[src/rtl/request_retry_backoff_controller_core_macros.svh]
// ----------------------------------------------------------------------------
// assertion macros for the retry/backoff controller rtl
// ----------------------------------------------------------------------------
`ifndef REQUEST_RETRY_BACKOFF_CONTROLLER_CORE_MACROS_SVH
`define REQUEST_RETRY_BACKOFF_CONTROLLER_CORE_MACROS_SVH

// same-cycle implication, disabled while reset is asserted
`define RRB_ASSERT_IMP(label, clk, rst_n, ante, cons) \
    label: assert property (@(posedge clk) disable iff (!rst_n) (ante) |-> (cons)) \
        else $error("rrb assertion failed");

// next-cycle implication, disabled while reset is asserted
`define RRB_ASSERT_NXT(label, clk, rst_n, ante, cons) \
    label: assert property (@(posedge clk) disable iff (!rst_n) (ante) |=> (cons)) \
        else $error("rrb assertion failed");

`endif

[src/rtl/rrb_pkg.sv]
`timescale 1ns / 1ps
// ----------------------------------------------------------------------------
// rrb_pkg
// types and constants of the request retry / backoff controller
// ----------------------------------------------------------------------------
package rrb_pkg;

    // event codes
    typedef enum logic [2:0] {
        OP_START   = 3'd0,
        OP_DATA    = 3'd1,
        OP_NACK    = 3'd2,
        OP_TIMEOUT = 3'd3,
        OP_STOP    = 3'd4,
        OP_EXPIRE  = 3'd5
    } t_op;

    typedef enum logic [2:0] {
        ACT_NONE  = 3'd0,
        ACT_SEND  = 3'd1,
        ACT_DELAY = 3'd2,
        ACT_OK    = 3'd3,
        ACT_FAIL  = 3'd4
    } t_action;

    typedef enum logic [1:0] {
        ST_OK          = 2'd0,
        ST_CANCELLED   = 2'd1,
        ST_UNREACHABLE = 2'd2,
        ST_TIMEDOUT    = 2'd3
    } t_status;

    // nack reasons
    localparam logic [1:0] REASON_DUPLICATE  = 2'd0;
    localparam logic [1:0] REASON_CONGESTION = 2'd1;

    // register indexes
    localparam logic [1:0] CFG_MAX_NACK    = 2'd0;
    localparam logic [1:0] CFG_MAX_TIMEOUT = 2'd1;
    localparam logic [1:0] CFG_MAX_BACKOFF = 2'd2;

    // register reset values
    localparam logic [7:0]  RST_MAX_NACK    = 8'd16;
    localparam logic [7:0]  RST_MAX_TIMEOUT = 8'd32;
    localparam logic [15:0] RST_MAX_BACKOFF = 16'd8000;

    // any exponent at or above this gives 2^exp beyond a 16-bit cap
    localparam logic [4:0] EXP_SAT = 5'd16;

    typedef struct packed {
        logic [7:0]  max_nack;
        logic [7:0]  max_timeout;
        logic [15:0] max_backoff;
    } t_cfg;

    typedef struct packed {
        logic [7:0] nack_count;
        logic [7:0] timeout_count;
        logic [4:0] exponent;
        logic       stopped;
        logic       failed;
    } t_state;

    typedef struct packed {
        t_action     action;
        logic [15:0] delay_ms;
        t_status     status;
    } t_result;

endpackage

[src/rtl/rrb_engine.sv]
`timescale 1ns / 1ps
// ----------------------------------------------------------------------------
// rrb_engine
// decision logic: one event against the current state gives the next state
// and one result
// ----------------------------------------------------------------------------
module rrb_engine
    import rrb_pkg::*;
(
    input  t_op        i_op,
    input  logic [1:0] i_reason,
    input  t_state     i_state,
    input  t_cfg       i_cfg,
    output t_state     o_state,
    output t_result    o_result
);

    logic        exp_sat;
    logic [15:0] pow_ms;
    logic        over_cap;
    logic [15:0] wait_ms;

    assign exp_sat  = (i_state.exponent >= EXP_SAT);
    assign pow_ms   = 16'd1 << i_state.exponent[3:0];
    assign over_cap = exp_sat || (pow_ms > i_cfg.max_backoff);
    assign wait_ms  = over_cap ? i_cfg.max_backoff : pow_ms;

    always_comb begin
        o_state  = i_state;
        o_result = '{action: ACT_NONE, delay_ms: 16'd0, status: ST_OK};
        if (!i_state.stopped && !i_state.failed) begin
            case (i_op)
                OP_START, OP_EXPIRE: begin
                    o_state.exponent = '0;
                    o_result.action  = ACT_SEND;
                end
                OP_DATA: begin
                    o_state.stopped = 1'b1;
                    o_result.action = ACT_OK;
                end
                OP_NACK: begin
                    if (i_state.nack_count >= i_cfg.max_nack) begin
                        o_state.failed  = 1'b1;
                        o_result.action = ACT_FAIL;
                        o_result.status = ST_UNREACHABLE;
                    end else begin
                        o_state.nack_count = i_state.nack_count + 8'd1;
                        case (i_reason)
                            REASON_DUPLICATE: begin
                                o_state.exponent = '0;
                                o_result.action  = ACT_SEND;
                            end
                            REASON_CONGESTION: begin
                                // exponent only grows while 2^exp does not exceed the cap
                                if (!over_cap) begin
                                    o_state.exponent = i_state.exponent + 5'd1;
                                end
                                o_result.action   = ACT_DELAY;
                                o_result.delay_ms = wait_ms;
                            end
                            default: begin
                                o_state.failed  = 1'b1;
                                o_result.action = ACT_FAIL;
                                o_result.status = ST_UNREACHABLE;
                            end
                        endcase
                    end
                end
                OP_TIMEOUT: begin
                    if (i_state.timeout_count >= i_cfg.max_timeout) begin
                        o_state.failed  = 1'b1;
                        o_result.action = ACT_FAIL;
                        o_result.status = ST_TIMEDOUT;
                    end else begin
                        o_state.timeout_count = i_state.timeout_count + 8'd1;
                        o_state.exponent      = '0;
                        o_result.action       = ACT_SEND;
                    end
                end
                OP_STOP: begin
                    o_state.stopped = 1'b1;
                    o_result.action = ACT_FAIL;
                    o_result.status = ST_CANCELLED;
                end
                default: begin
                    // undefined event codes are ignored
                end
            endcase
        end
    end

endmodule

[src/rtl/request_retry_backoff_controller_core.sv]
`timescale 1ns / 1ps
// ----------------------------------------------------------------------------
// request_retry_backoff_controller_core
// retry controller for one outstanding request with capped exponential backoff
// ----------------------------------------------------------------------------
// Usage:
//   Events enter on the input channel (i_op, i_nack_reason) with i_in_valid;
//   a beat is taken at a clock edge where o_in_stall is low. Each event gives
//   exactly one result beat (o_action, o_delay_ms, o_status) on the output
//   channel, taken where o_out_valid is high and i_out_stall is low.
//   An accepted event waits in the input register until the result register
//   can be loaded; the combinational decision logic between the two registers
//   updates the counters. One event per cycle unless the receiver stalls.
//   When the receiver stalls the result register holds, the input register
//   fills, and o_in_stall rises; nothing is dropped.
//   Limits are written on the configuration channel (i_cfg_index, i_cfg_data),
//   always ready; index 0 nack limit, 1 timeout limit, 2 backoff cap in ms,
//   other indexes are ignored. Write only while no event is in flight.
//   Synchronous reset clears all counters and flags, empties both registers
//   and loads the limits with 16, 32 and 8000 ms.
// ----------------------------------------------------------------------------
`include "request_retry_backoff_controller_core_macros.svh"

module request_retry_backoff_controller_core
    import rrb_pkg::*;
(
    input  logic        i_clk,
    input  logic        i_rst_n,
    // event channel
    input  logic        i_in_valid,
    output logic        o_in_stall,
    input  logic [2:0]  i_op,
    input  logic [1:0]  i_nack_reason,
    // result channel
    output logic        o_out_valid,
    input  logic        i_out_stall,
    output logic [2:0]  o_action,
    output logic [15:0] o_delay_ms,
    output logic [1:0]  o_status,
    // configuration channel
    input  logic        i_cfg_valid,
    output logic        o_cfg_ready,
    input  logic [1:0]  i_cfg_index,
    input  logic [15:0] i_cfg_data
);

    logic       r_in_valid;
    t_op        r_in_op;
    logic [1:0] r_in_reason;
    logic       r_out_valid;
    t_result    r_out;
    t_state     r_state;
    t_cfg       r_cfg;

    t_state     n_state;
    t_result    n_out;

    logic advance;
    logic fire;
    logic in_take;

    // result register can be loaded when empty or being drained this cycle
    assign advance = !r_out_valid || !i_out_stall;
    assign fire    = r_in_valid && advance;
    assign in_take = i_in_valid && !o_in_stall;

    assign o_in_stall  = r_in_valid && !advance;
    assign o_cfg_ready = 1'b1;

    rrb_engine u_engine (
        .i_op     (r_in_op),
        .i_reason (r_in_reason),
        .i_state  (r_state),
        .i_cfg    (r_cfg),
        .o_state  (n_state),
        .o_result (n_out)
    );

    always_ff @(posedge i_clk) begin
        if (!i_rst_n) begin
            r_in_valid  <= 1'b0;
            r_out_valid <= 1'b0;
            r_state     <= '0;
            r_cfg       <= '{max_nack:    RST_MAX_NACK,
                             max_timeout: RST_MAX_TIMEOUT,
                             max_backoff: RST_MAX_BACKOFF};
        end else begin
            // input register fills even while the result register is held
            r_in_valid <= in_take || (r_in_valid && !fire);
            if (advance) begin
                r_out_valid <= r_in_valid;
            end
            if (fire) begin
                r_state <= n_state;
            end
            if (i_cfg_valid) begin
                case (i_cfg_index)
                    CFG_MAX_NACK:    r_cfg.max_nack    <= i_cfg_data[7:0];
                    CFG_MAX_TIMEOUT: r_cfg.max_timeout <= i_cfg_data[7:0];
                    CFG_MAX_BACKOFF: r_cfg.max_backoff <= i_cfg_data;
                    default: begin
                    end
                endcase
            end
        end
    end

    // payload registers
    always_ff @(posedge i_clk) begin
        if (in_take) begin
            r_in_op     <= t_op'(i_op);
            r_in_reason <= i_nack_reason;
        end
        if (fire) begin
            r_out <= n_out;
        end
    end

    assign o_out_valid = r_out_valid;
    assign o_action    = r_out.action;
    assign o_delay_ms  = r_out.delay_ms;
    assign o_status    = r_out.status;

    // terminal flags are sticky
    `RRB_ASSERT_NXT(a_stopped_sticky, i_clk, i_rst_n, r_state.stopped, r_state.stopped)
    `RRB_ASSERT_NXT(a_failed_sticky, i_clk, i_rst_n, r_state.failed, r_state.failed)
    // exponent stops once 2^exp exceeds any 16-bit cap
    `RRB_ASSERT_IMP(a_exp_bound, i_clk, i_rst_n, 1'b1, r_state.exponent <= EXP_SAT)
    // only a delayed send carries a delay, and never beyond the cap
    `RRB_ASSERT_IMP(a_delay_only, i_clk, i_rst_n,
                    r_out_valid && (r_out.delay_ms != 16'd0), r_out.action == ACT_DELAY)
    `RRB_ASSERT_IMP(a_delay_cap, i_clk, i_rst_n,
                    r_out_valid && (r_out.action == ACT_DELAY),
                    r_out.delay_ms <= r_cfg.max_backoff)

endmodule
[config.mk]
export PLATFORM = sky130hd
export DESIGN_NAME = request_retry_backoff_controller_core
export DESIGN_NICKNAME = d
export VERILOG_FILES = /design/src/rtl/rrb_pkg.sv /design/src/rtl/rrb_engine.sv /design/src/rtl/request_retry_backoff_controller_core.sv
export VERILOG_INCLUDE_DIRS = /design/src /design/src/rtl
export SDC_FILE = /design/constraint.sdc
export NUM_CORES = 1
export LEC_CHECK = 0
export BUFFER_PORTS_ARGS = -buffer_cell sky130_fd_sc_hd__buf_2
export CAP_MARGIN = 25
export CORE_UTILIZATION = 48
export DETAILED_ROUTE_END_ITERATION = 8
export PLACE_DENSITY = 0.68
export REMOVE_ABC_BUFFERS = 1
export SETUP_SLACK_MARGIN = 0.3
export SLEW_MARGIN = 20
export SYNTH_ARGS = -nofsm -noshare
export SYNTH_HDL_FRONTEND = slang
export SYNTH_SLANG_ARGS = --single-unit
[constraint.sdc]
create_clock -name i_clk -period 6 [get_ports i_clk]
set_clock_uncertainty 0.1 [all_clocks]
set_input_delay 1.2 -clock i_clk [delete_from_list [all_inputs] [get_ports i_clk]]
set_output_delay 1.2 -clock i_clk [all_outputs]
set_load 0.05 [all_outputs]
After elaboration in Yosys (flattened, before gate mapping)
Index checks and enable logic that the tools add are counted.
{"block": "op_classes", "n_lt_le_gt_ge": 4, "shift": 1, "addsub": 3, "multipliers": 0, "n_bitwise": 5, "muxes": 18, "n_div": 0, "eq_ne": 14, "n_reduce_logical": 32}
{"operator": "adder 8 x 1 -> 8 bit, second input constant", "n": 2}
{"operator": ">= comparator 8 bit", "n": 2}
{"operator": "greater-than comparator 16 bit", "n": 1}
{"operator": "2-to-1 mux 16 bit", "n": 1}
{"operator": "left shift 1 x 4 -> 16 bit, first input constant", "n": 1}
{"operator": "2-to-1 mux 5 bit", "n": 3}
{"operator": "one-hot mux 3 bit (5 select lines)", "n": 1}
{"operator": "one-hot mux 5 bit (3 select lines)", "n": 1}
{"operator": "one-hot mux 5 bit (2 select lines)", "n": 1}
{"operator": "AND reduction 4 bit", "n": 2}
{"operator": "logical NOT 1 bit", "n": 7}
{"operator": "AND reduction 7 bit", "n": 1}
{"operator": "equality test 3 x 2 -> 1 bit, second input constant", "n": 2}
{"operator": "equality test 3 bit, second input constant", "n": 2}
{"operator": "2-to-1 mux 2 bit", "n": 3}
{"operator": "2-to-1 mux 3 bit", "n": 2}
{"operator": "!= test 3 bit, second input constant", "n": 2}
{"operator": "one-hot mux 2 bit (3 select lines)", "n": 1}
{"operator": "one-hot mux 3 bit (2 select lines)", "n": 1}
{"operator": "AND reduction 2 bit", "n": 3}
{"operator": "OR reduction 2 bit", "n": 3}
{"operator": "adder 5 x 1 -> 5 bit, second input constant", "n": 1}
{"operator": ">= comparator 5 bit, second input constant", "n": 1}
{"operator": "logical AND 1 bit", "n": 5}
{"operator": "other kinds (17)", "n": 28}
{"block": "totals", "register_bits": 83, "elab_cells": 92, "romBits": 0, "mem_count": 0, "latchBits": 0, "mem_bits_rw": 0, "inputBits": 28, "output_inout_bits": 24}

Longest topological paths before layout
Gate-level depths: netlist (run 1).
{"block": "depth", "word_depth": 7, "depth_mapped": 11, "depth_no_buf": 10}

Cells and area by module
From an unflattened synthesis (run 1), not the netlist that was laid out.
{"block": "unflattened", "hier_cells": 554, "area_unflattened_um2": 5126.2}
{"mod": "request_retry_backoff_controller_core", "instances": 1, "cells_each": 266, "seq_area_each_um2": 1921.8, "area_per_inst_um2": 3121.7}
{"mod": "rrb_engine", "instances": 1, "cells_each": 288, "seq_area_each_um2": 0.0, "area_per_inst_um2": 2004.4}

Worst setup path before layout (run 1)
OpenSTA, ideal clock, no wires.
{"block": "synth_path", "path_type": "input port to flip-flop", "startpoint": "input i_out_stall", "endpoint": "register r_state[5] (netlist bit)", "setup_time_ns": 0.074, "path_buffers": 0, "path_stages": 5, "arrival_ns": 4.635, "t_required_ns": 5.826, "setup_slack_ns": 1.191, "cell_sequence": "a21boi_0 nand2_1 a311o_1 or4_1 a31oi_1"}
{"block": "synth_between", "elab_chain_cells": 4}
{"element": "from (decl)", "line_no": "request_retry_backoff_controller_core.sv:36", "text": "input logic i_out_stall,"}
{"element": "logical NOT 1 bit", "line_no": "request_retry_backoff_controller_core.sv:63", "text": "assign advance = !r_out_valid || !i_out_stall;"}
{"element": "logical OR 1 bit", "line_no": "request_retry_backoff_controller_core.sv:63"}
{"element": "logical AND 1 bit", "line_no": "request_retry_backoff_controller_core.sv:64", "text": "assign fire = r_in_valid && advance;"}
{"element": "AND reduction 7 bit (no source line)"}
{"element": "to (signal assigned)", "line_no": "request_retry_backoff_controller_core.sv:94", "text": "r_state <= n_state;"}
{"element": "to (decl)", "line_no": "request_retry_backoff_controller_core.sv:52", "text": "t_state r_state;"}
Every way passes these cells.
A chain may end at the register's enable or synchronous reset.

Worst setup path after layout (run 1)
{"block": "layout_path", "startpoint": "input i_out_stall", "endpoint": "register r_state[5] (netlist bit)"}
{"block": "layout_between", "elab_chain_cells": 4}
{"element": "logical NOT 1 bit", "line_no": "request_retry_backoff_controller_core.sv:63"}
{"element": "logical OR 1 bit", "line_no": "request_retry_backoff_controller_core.sv:63"}
{"element": "logical AND 1 bit", "line_no": "request_retry_backoff_controller_core.sv:64"}
{"element": "net fire", "line_no": "request_retry_backoff_controller_core.sv:59", "text": "logic fire;"}
{"element": "AND reduction 7 bit (no source line)"}
The timed path passes the listed nets, and every way through them passes these cells.

==> results of run 1 <==
-- worst max-delay path, cell delays in order --
cell and delay, ns:
buf_2 0.13, a21boi_4 0.60, nand2_1 0.38, a311o_1 0.51
or4_1 0.52, a31oi_1 0.16
-- path summary, 6_finish.rpt --
| check | start | to | cells past startpoint |
|---|---|---|---|
| setup / recovery | i_out_stall | r_state[5]$_SDFFE_PN0P_ | 6 |
| hold / removal | r_cfg[7]$_SDFFE_PN0P_ | r_cfg[7]$_SDFFE_PN0P_ | 2 |
| setup reg to reg | r_state[2]$_SDFFE_PN0P_ | r_state[5]$_SDFFE_PN0P_ | 11 |
| hold reg to reg | r_cfg[7]$_SDFFE_PN0P_ | r_cfg[7]$_SDFFE_PN0P_ | 2 |
-- through the flow --
stage	worst slack [ns]	cell area [um2]	std cells	hold WS (ns)	power, uW
6_report	2.655	4942	644	0.3715	1081
5_1_grt	2.475	4942	644	0.3897	1129
4_1_cts	2.644	4935	644	0.3736	1094
3_5_place_dp	2.290	4755	629	0.3642	723.3
3_3_place_gp	1.941	4742	628	0.3576	719.4
2_1_floorplan	1.188	4332	468	0.3444	687.0
-- where the power goes --
group / leakage, uW / internal [uW] / total, uW / switching (uW)
Clock: 0.0000944 / 184 / 371 / 187
Sequential: 0.000715 / 595 / 605 / 9.48
Combinational: 0.00122 / 32.9 / 105 / 72.3
-- synthesized netlist by cell type (all sizes together), types with 4 or more instances --
master and count:
or3 5, nand2 46, or4 4, nand3 10, ha 40, nor2 64, nor2b 6, and3 8
nand2b 8, o21ai 5, a31oi 5, edfxtp 26, o211ai 8, xnor2 12, clkbuf 16, inv 41
o311ai 4, and2 11, a21oi 36, nand4 7, o21a 4, dfxtp 57, nor3 9, mux2i 24
-- final cells by class --
cell class	count	area, um2	share of cell area (%)
Clock buffer	13	170.2	3.443
Clock inverter	2	10.01	0.2025
Inverter	41	153.9	3.114
Multi-Input combinational cell	344	2281	46.15
Sequential cell	83	1922	38.89
Tap cell	108	135.1	2.734
Timing Repair Buffer	53	270.3	5.468
-- per-layer routing --
metal	up-vias	wire (um)	GRT usage, %
met4	0	129	6.643
met5	-	0	0
li1	1770	-	-
met2	47	4619	37.10
met3	12	296	4.653
met1	1630	4060	23.16
-- flip-flops by register name, summed over array words and instances, names as in the netlist --
register     cells
r_in_valid       1
r_in_op          3
o_status         2
r_cfg           32
r_state         23
o_action         3
o_out_valid      1
r_in_reason      2
o_delay_ms      16
-- logic make-up after synthesis --
group           count (synthesis)
other cells                     1
buf+inv                        58
mux                            24
compound gates                 77
simple gates                  190
flops                          83
fa+ha+maj                      40
xor+xnor                       12
==> summary by stage, run 1 <==
Outcome
The run finished, with violations left. The checks that failed: DRC.

Placement
The detailed placer's ending HPWL is slightly below 7000 um. The count of buffers added on input and output ports is 50. At the end of routability-driven placement, the weighted congestion stood at between 0.8 and 0.9.

Pwr
The power density over the cells is 218.7 nW/um2. The leakage power total is approximately 0.002 uW. The worst supply voltage drop on vdd is between 0.1 and 0.15 mV.

Floorplan
Row generation in the floorplan step produced 34 rows. For this configuration, the core starts out at a cell density of between 40% and 50%. The top-level I/O count is 52.

In this run the standard cell core region covers 8806 um2. The total die area is 9552 um2. The vertical die dimension is 97.74 um. Measured along the x axis, the die boundary spans 97.74 um.

Yosys
The register bit total from synthesis is 83. The cell count after synthesis came out at 485. The sequential area share after synthesis is 43.69%. The largest family of logic cells by synthesized area is simple AND/OR/NAND/NOR gates. The number of enable-type register cells in the synthesized netlist is 26. The share of synthesized cell area in and, or, nand and nor gates is 20.68%. The average instance in the mapped netlist occupies around 9 um2.

The number of different library cells in the post-synthesis netlist is 46. The adder and majority gate portion of the synthesized area is 11.38%. After synthesis the cells add up to 4399 um2. The complex-gate fraction of the synthesized area is 11.29%. After Yosys synthesis, XOR and XNOR cells account for 2.389% of the synthesized area. The library cell occupying the most area in the post-synthesis netlist is dfxtp_1. The fraction of synthesis flops using an asynchronous set or reset pin is 0%. The prevailing post-synth register cell is dfxtp_1. The number of warnings reported in the yosys synthesis log is 0. In the synthesized netlist, mux cells make up 5.461% of the area. The fraction of synthesized cell area taken by the top area cell type is between 20% and 30%. Ranked by total cell area, the synthesized netlist is headed by dfxtp_1 (26%), edfxtp_1 (18%), ha_1 (11%).

Global routing
The number of global-route vias before repair is 3,425. Entering global routing, the biggest net connects 46 pins. The first-pass GRT wire length is 15,400 um. The initial antenna violation count is 0. Global routing finished with a remaining overflow of 0.

For this run, the total global-route usage over all layers was measured as 20.23%.

STA
The max-slew violation count is 0. Setup repair after global routing left no endpoint under its margin. The hold violation count in the final report is 0. The total of endpoints with negative setup slack in the final report is 0. The maximum clock frequency is 0.2989 GHz.

The tightest slew margin relative to the limit is 41.77%. The post-route setup TNS is 0 ns. The worst path uses 55.75% of the clock period.

At the pin with the least slew margin, the transition time is between 0.8 and 0.9 ns. The smallest clock period supported by the final layout is computed as 3.345 ns.

Routing
The violation count after the first detailed-route iteration is 130. The DRC violations left is 8. The number of nets still failing antenna checks after routing is 0. The routed layout has 3,459 vias. Dividing the detail-routed wire length by the instance count gives 14.14 um. For this run, the detailed router's first-pass iteration total came to 6. The total length of routed wires is roughly 9100 um. The detail-routed via count per cell is 5.371.

Clock tree
After clock tree synthesis, the clock-pin slew on the worst setup and hold paths is around 0.080 ns. Buffers inserted during clock tree synthesis total 9. The later pin in the worst-skew pair is clocked with a latency of approximately 0.34 ns. The total of cells resized after clock tree synthesis is 0. The clock tree from TritonCTS is yes.

Counting every sink on the clock net gives 83. The maximum clock insertion buffer count is 2. In this run the post-CTS setup repair buffer count came out at 0. CTS placed an instance of clkbuf_8 at the clock tree root. The H-tree depth is 3.

The number of buffers inserted by hold repair at cts is 0.

Layout
The top cell types in the final layout, fill and taps aside, are nor2_1 (64), dfxtp_1 (57), buf_2 (51). The final layout contains 600 nets. The layout cell share with drive strength beyond 1 is 13.99%. Compared with the post-synthesis result, the final layout area differs by 12.34%. The repair_antennas step left the layout with diodes totalling 0. The end-of-flow core utilization is 56.12%. The number of inserted filler cells in the final layout is 804. The commonest non-fill, non-tap cell in the layout is nor2_1.

Worst setup path
The startpoint class of the critical path is an input pin. The category of the most critical setup path is input pin to flip-flop. The worst path arrival time is 3.51 ns. The critical path data required time is 6.17 ns. STA classifies the critical path endpoint as a flip-flop.

Along the worst path, the maximum fanout reaches 23. In this run the register-to-register setup slack is about 2.8 ns.

Hold path
The min-delay analysis places its worst path in the category flip-flop to flip-flop.

Run
The max capacitance violation total is 0.
Note: power is estimated with default switching activity, not from simulation.
==> run 2: changes to the inputs <==
--- a/config.mk
+++ b/config.mk
@@ -6,6 +6,7 @@
 export SDC_FILE = /design/constraint.sdc
 export NUM_CORES = 1
 export LEC_CHECK = 0
+export ABC_AREA = 1
 export BUFFER_PORTS_ARGS = -buffer_cell sky130_fd_sc_hd__buf_2
 export CAP_MARGIN = 25
 export CORE_UTILIZATION = 48
==> constraint.sdc (replaced) <==
create_clock -name i_clk -period 3.28 [get_ports i_clk]
set_clock_uncertainty 0.1 [all_clocks]
set_input_delay 0.656 -clock i_clk [delete_from_list [all_inputs] [get_ports i_clk]]
set_output_delay 0.656 -clock i_clk [all_outputs]
set_load 0.05 [all_outputs]
==> run 2 against run 1 <==
Compared with the run above: synthesized cell count up 16%; worst hold slack worse by 0.0060 ns; the flow now finishes without violations; sequential power up 85%; register-to-register slack worse by 2.2 ns; final cell count up 15%; critical path depth up 8.
==> summary by stage, run 2 <==
Outcome
Status: complete, no violations (was finished, violations left).

Global routing
The initial antenna violation count came to 0 (unchanged). The first-pass GRT wire length came to 16,020 um (was 15,400 um). The number of global-route vias before repair is 3,559 (was 3,425). The pin count of the biggest net entering global routing is 49 (was 46). The aggregate global-route resource usage is 20.47% (was 20.23%).

The total congestion overflow after global routing was 0 (unchanged).

Layout
The number of nets in the layout came to 676 (was 600). The register name with the most flops is r_cfg (unchanged). The layout cell share with drive strength beyond 1 is 18.60% (was 13.99%). The layout overhead on the synthesized area was 11.61% (was 12.34%).

Leading cell types in the layout, fill and taps excluded: inv_1 (79), nand2_1 (74), nor2_1 (56) (was nor2_1 (64), dfxtp_1 (57), buf_2 (51)). The count of antenna diodes in the layout was 0 (unchanged). The commonest non-fill, non-tap cell in the layout is inv_1 (was nor2_1). The number of inserted filler cells in the final layout is 879 (was 804). The number of flip-flops in the largest register is 32 (unchanged).

Routing
The total vias in the final route is 3,750 (was 3,459). The average routed wire per standard cell is 12.62 um (was 14.14 um). The DRC violations left is 0 (was 8). The number of nets still failing antenna checks after routing is 0 (unchanged). The total length of routed wires is 9363 um (was 9105 um). The detail-routed via count per cell is 5.054 (was 5.371). The count of TritonRoute iterations in the first routing pass is 4 (was 6). The violation count after the first detailed-route iteration came to 118 (was 130).

STA
The tightest hold margin is 0.3655 ns (was 0.3715 ns). Based on the critical path, the design can be clocked at up to approximately 0.37 GHz. The period utilization is 83.40%. The max-slew violation count is 0 (unchanged). RSZ-0062 raised after global routing: no (unchanged). The minimum period implied by the final worst setup slack is approximately 2.7 ns. The actual transition at the worst max-transition pin was 0.8512 ns (was 0.8734 ns). The tightest slew margin relative to the limit came to 43.19% (was 41.77%). The total of endpoints with negative setup slack in the final report is 0 (unchanged). The post-route setup TNS is 0 ns (unchanged). The hold violation count in the final report is 0 (unchanged).

Clock tree
The TritonCTS sink count is 83 (unchanged). The root buffer cell is clkbuf_8 (unchanged). The clock tree from TritonCTS is yes (unchanged). The H-tree depth is 3 (unchanged).

The total CTS buffers is 9 (unchanged). The register clock-pin slew on the reported worst setup and hold paths is 0.08 ns (about the same). The total setup buffers inserted after CTS is 0 (unchanged). The maximum clock insertion buffer count is 2 (unchanged). The clock insertion delay at the later pin of the skew report is 0.35 ns (was 0.34 ns).

Yosys
The prevailing post-synth register cell was dfxtp_1 (unchanged). The library cell occupying the most area in the post-synthesis netlist is dfxtp_1 (unchanged). The sequential area share after synthesis is 41.85% (was 43.69%). The number of warnings reported in the yosys synthesis log is 0 (unchanged). The register bit total from synthesis came to 83 (unchanged). The post-synthesis cell count is 562 (was 485). The number of enable-type register cells in the synthesized netlist is 26 (unchanged). The fraction of synthesized cell area taken by the top area cell type is 24.85% (was 25.94%).

The summed instance area of the synthesized netlist is 4592 um2 (was 4399 um2). The number of different library cells in the post-synthesis netlist is 37 (was 46). The most frequent cell after synthesis was inv_1 (was nor2_1). The fraction of synthesis flops using an asynchronous set or reset pin is 0% (unchanged). Leading cell types by total area after synthesis: dfxtp_1 (25%), edfxtp_1 (17%), ha_1 (11%) (was dfxtp_1 (26%), edfxtp_1 (18%), ha_1 (11%)). Most frequent cells after synthesis: inv_1 (79), nand2_1 (74), dfxtp_1 (57) (was nor2_1 (64), dfxtp_1 (57), nand2_1 (46)). The mean area per synthesized cell came to 8.171 um2 (was 9.071 um2).

Worst setup path
The cell family with the largest share of critical-path delay is adder cells (was compound AO/OA/AOI/OAI gates). The worst path arrival time is 2.79 ns (was 3.51 ns). The startpoint class of the critical path is a flip-flop (was input pin). The critical path's largest stage delay was 0.42 ns (was 0.60 ns). The cell with the biggest individual delay on the critical path is dfxtp_1 (was a21boi_4). The critical path data required time is 3.34 ns (was 6.17 ns). The category of the most critical setup path is flip-flop to flip-flop (was input pin to flip-flop). The capturing element type of the critical path is a flip-flop (unchanged). The most frequent cell on the critical path is nand2_1. Cell Chain, Critical Path: ha_1 -> ha_1 -> inv_1 -> nor2_1 -> ha_1 -> a21o_1 -> nor2_1 -> nand2_1 -> nand2_1 -> nand2_1 -> nand2_1 -> nand2_2 -> buf_12 -> a211oi_1 (was buf_2 -> a21boi_4 -> nand2_1 -> a311o_1 -> or4_1 -> a31oi_1). The highest fanout seen on the critical path is 33 (was 23). The number of buffers and inverters on the critical path is 2 (was 1).

Pwr
The worst supply voltage drop on vdd is 0.2794 mV (was 0.1230 mV). The leakage power total was 0.002220 uW (was 0.002032 uW). The power density over the cells is 412.6 nW/um2 (was 218.7 nW/um2).

Floorplan
The number of placement rows is 35 (was 34). The total die area was 9962 um2 (was 9552 um2). The vertical die dimension is 99.81 um (was 97.74 um). The starting utilization of the core area came to 49.70% (was 49.96%).

The top-level I/O count is 52 (unchanged). The overall die width was 99.81 um (was 97.74 um). The core outline area came to 9240 um2 (was 8806 um2).

Placement
The detailed placer's ending HPWL was 7166 um (was 6821 um). The number of buffers added on ports was 50 (unchanged). The final weighted congestion of routability-driven global placement is 0.8391 (was 0.8015).

Hold path
The type of the most critical hold path is flip-flop to flip-flop (unchanged).

Run
The max capacitance violation total is 0 (unchanged).
-- run 2: final timing paths --
kind	startpoint	endpoint	slack, ns	cells past startpoint
min reg2reg	r_cfg[17]$_SDFFE_PN0P_	r_cfg[17]$_SDFFE_PN0P_	0.37	2
max reg2reg	r_state[3]$_SDFFE_PN0P_	o_delay_ms[3]$_SDFFCE_PP0P_	0.54	14
max	r_state[3]$_SDFFE_PN0P_	o_delay_ms[3]$_SDFFCE_PP0P_	0.54	14
min	r_cfg[17]$_SDFFE_PN0P_	r_cfg[17]$_SDFFE_PN0P_	0.37	2
-- run 2: final cells by class --
type / count / area, um2 / share of cell area [%]
Clock buffer: 13 / 138.9 / 2.710
Tap cell: 129 / 161.4 / 3.149
Multi-Input combinational cell: 372 / 2238 / 43.68
Sequential cell: 83 / 1924 / 37.55
Inverter: 89 / 336.6 / 6.567
Clock inverter: 3 / 40.04 / 0.7812
Timing Repair Buffer: 53 / 285.3 / 5.566
-- run 2: metal layers --
metal / wire [um] / GRT usage, % / vias up
li1: - / - / 1955
met1: 4301 / 24.35 / 1688
met2: 4526 / 36.55 / 86
met3: 334 / 3.969 / 21
met4: 201 / 7.579 / 0
met5: 0 / 0 / -
-- run 2: report_power, final --
group	leakage (uW)	internal (uW)	switching, uW
Combinational	0.00141	84.8	200
Clock	0.0000914	351	356
Sequential	0.000714	1100	21.1
Total	0.00222	1540	577
-- run 2: cells by family after synthesis --
| kind of cell | count (synthesis) | synth area share, % |
|---|---|---|
| adders and majority gates | 40 | 10.90 |
| buffers and inverters | 107 | 9.400 |
| AOI/OAI and AO/OA | 130 | 17.11 |
| other | 1 | 0.08167 |
| xor gates and xnor gates | 1 | 0.1908 |
| DFF | 83 | 41.85 |
| and+or+nand+nor | 200 | 20.46 |
-- run 2: stage by stage --
step                      worst slack (ns)  util, %  power (uW)  area (um2)  instances
after floorplan                     0.4918        -        1345        4497        544
after global placement              0.5255    53.50        1424        4943        726
after detailed placement            0.4614    53.50        1433        4943        726
after CTS                           0.4429    55.44        2128        5122        742
after global routing                0.3058    55.46        2213        5125        742
final                               0.5445    55.46        2114        5125        742
-- run 2: worst min-delay path, cell delays in order, from the launching register on --
cell	delay, ns
dfxtp_1	0.30
inv_1	0.06
a21oi_1	0.06
-- run 2: what timing repair did --
action	4_1_cts	5_1_grt
resized for setup	0	2
setup endpoints to repair	0	8
hold buffers	0	0
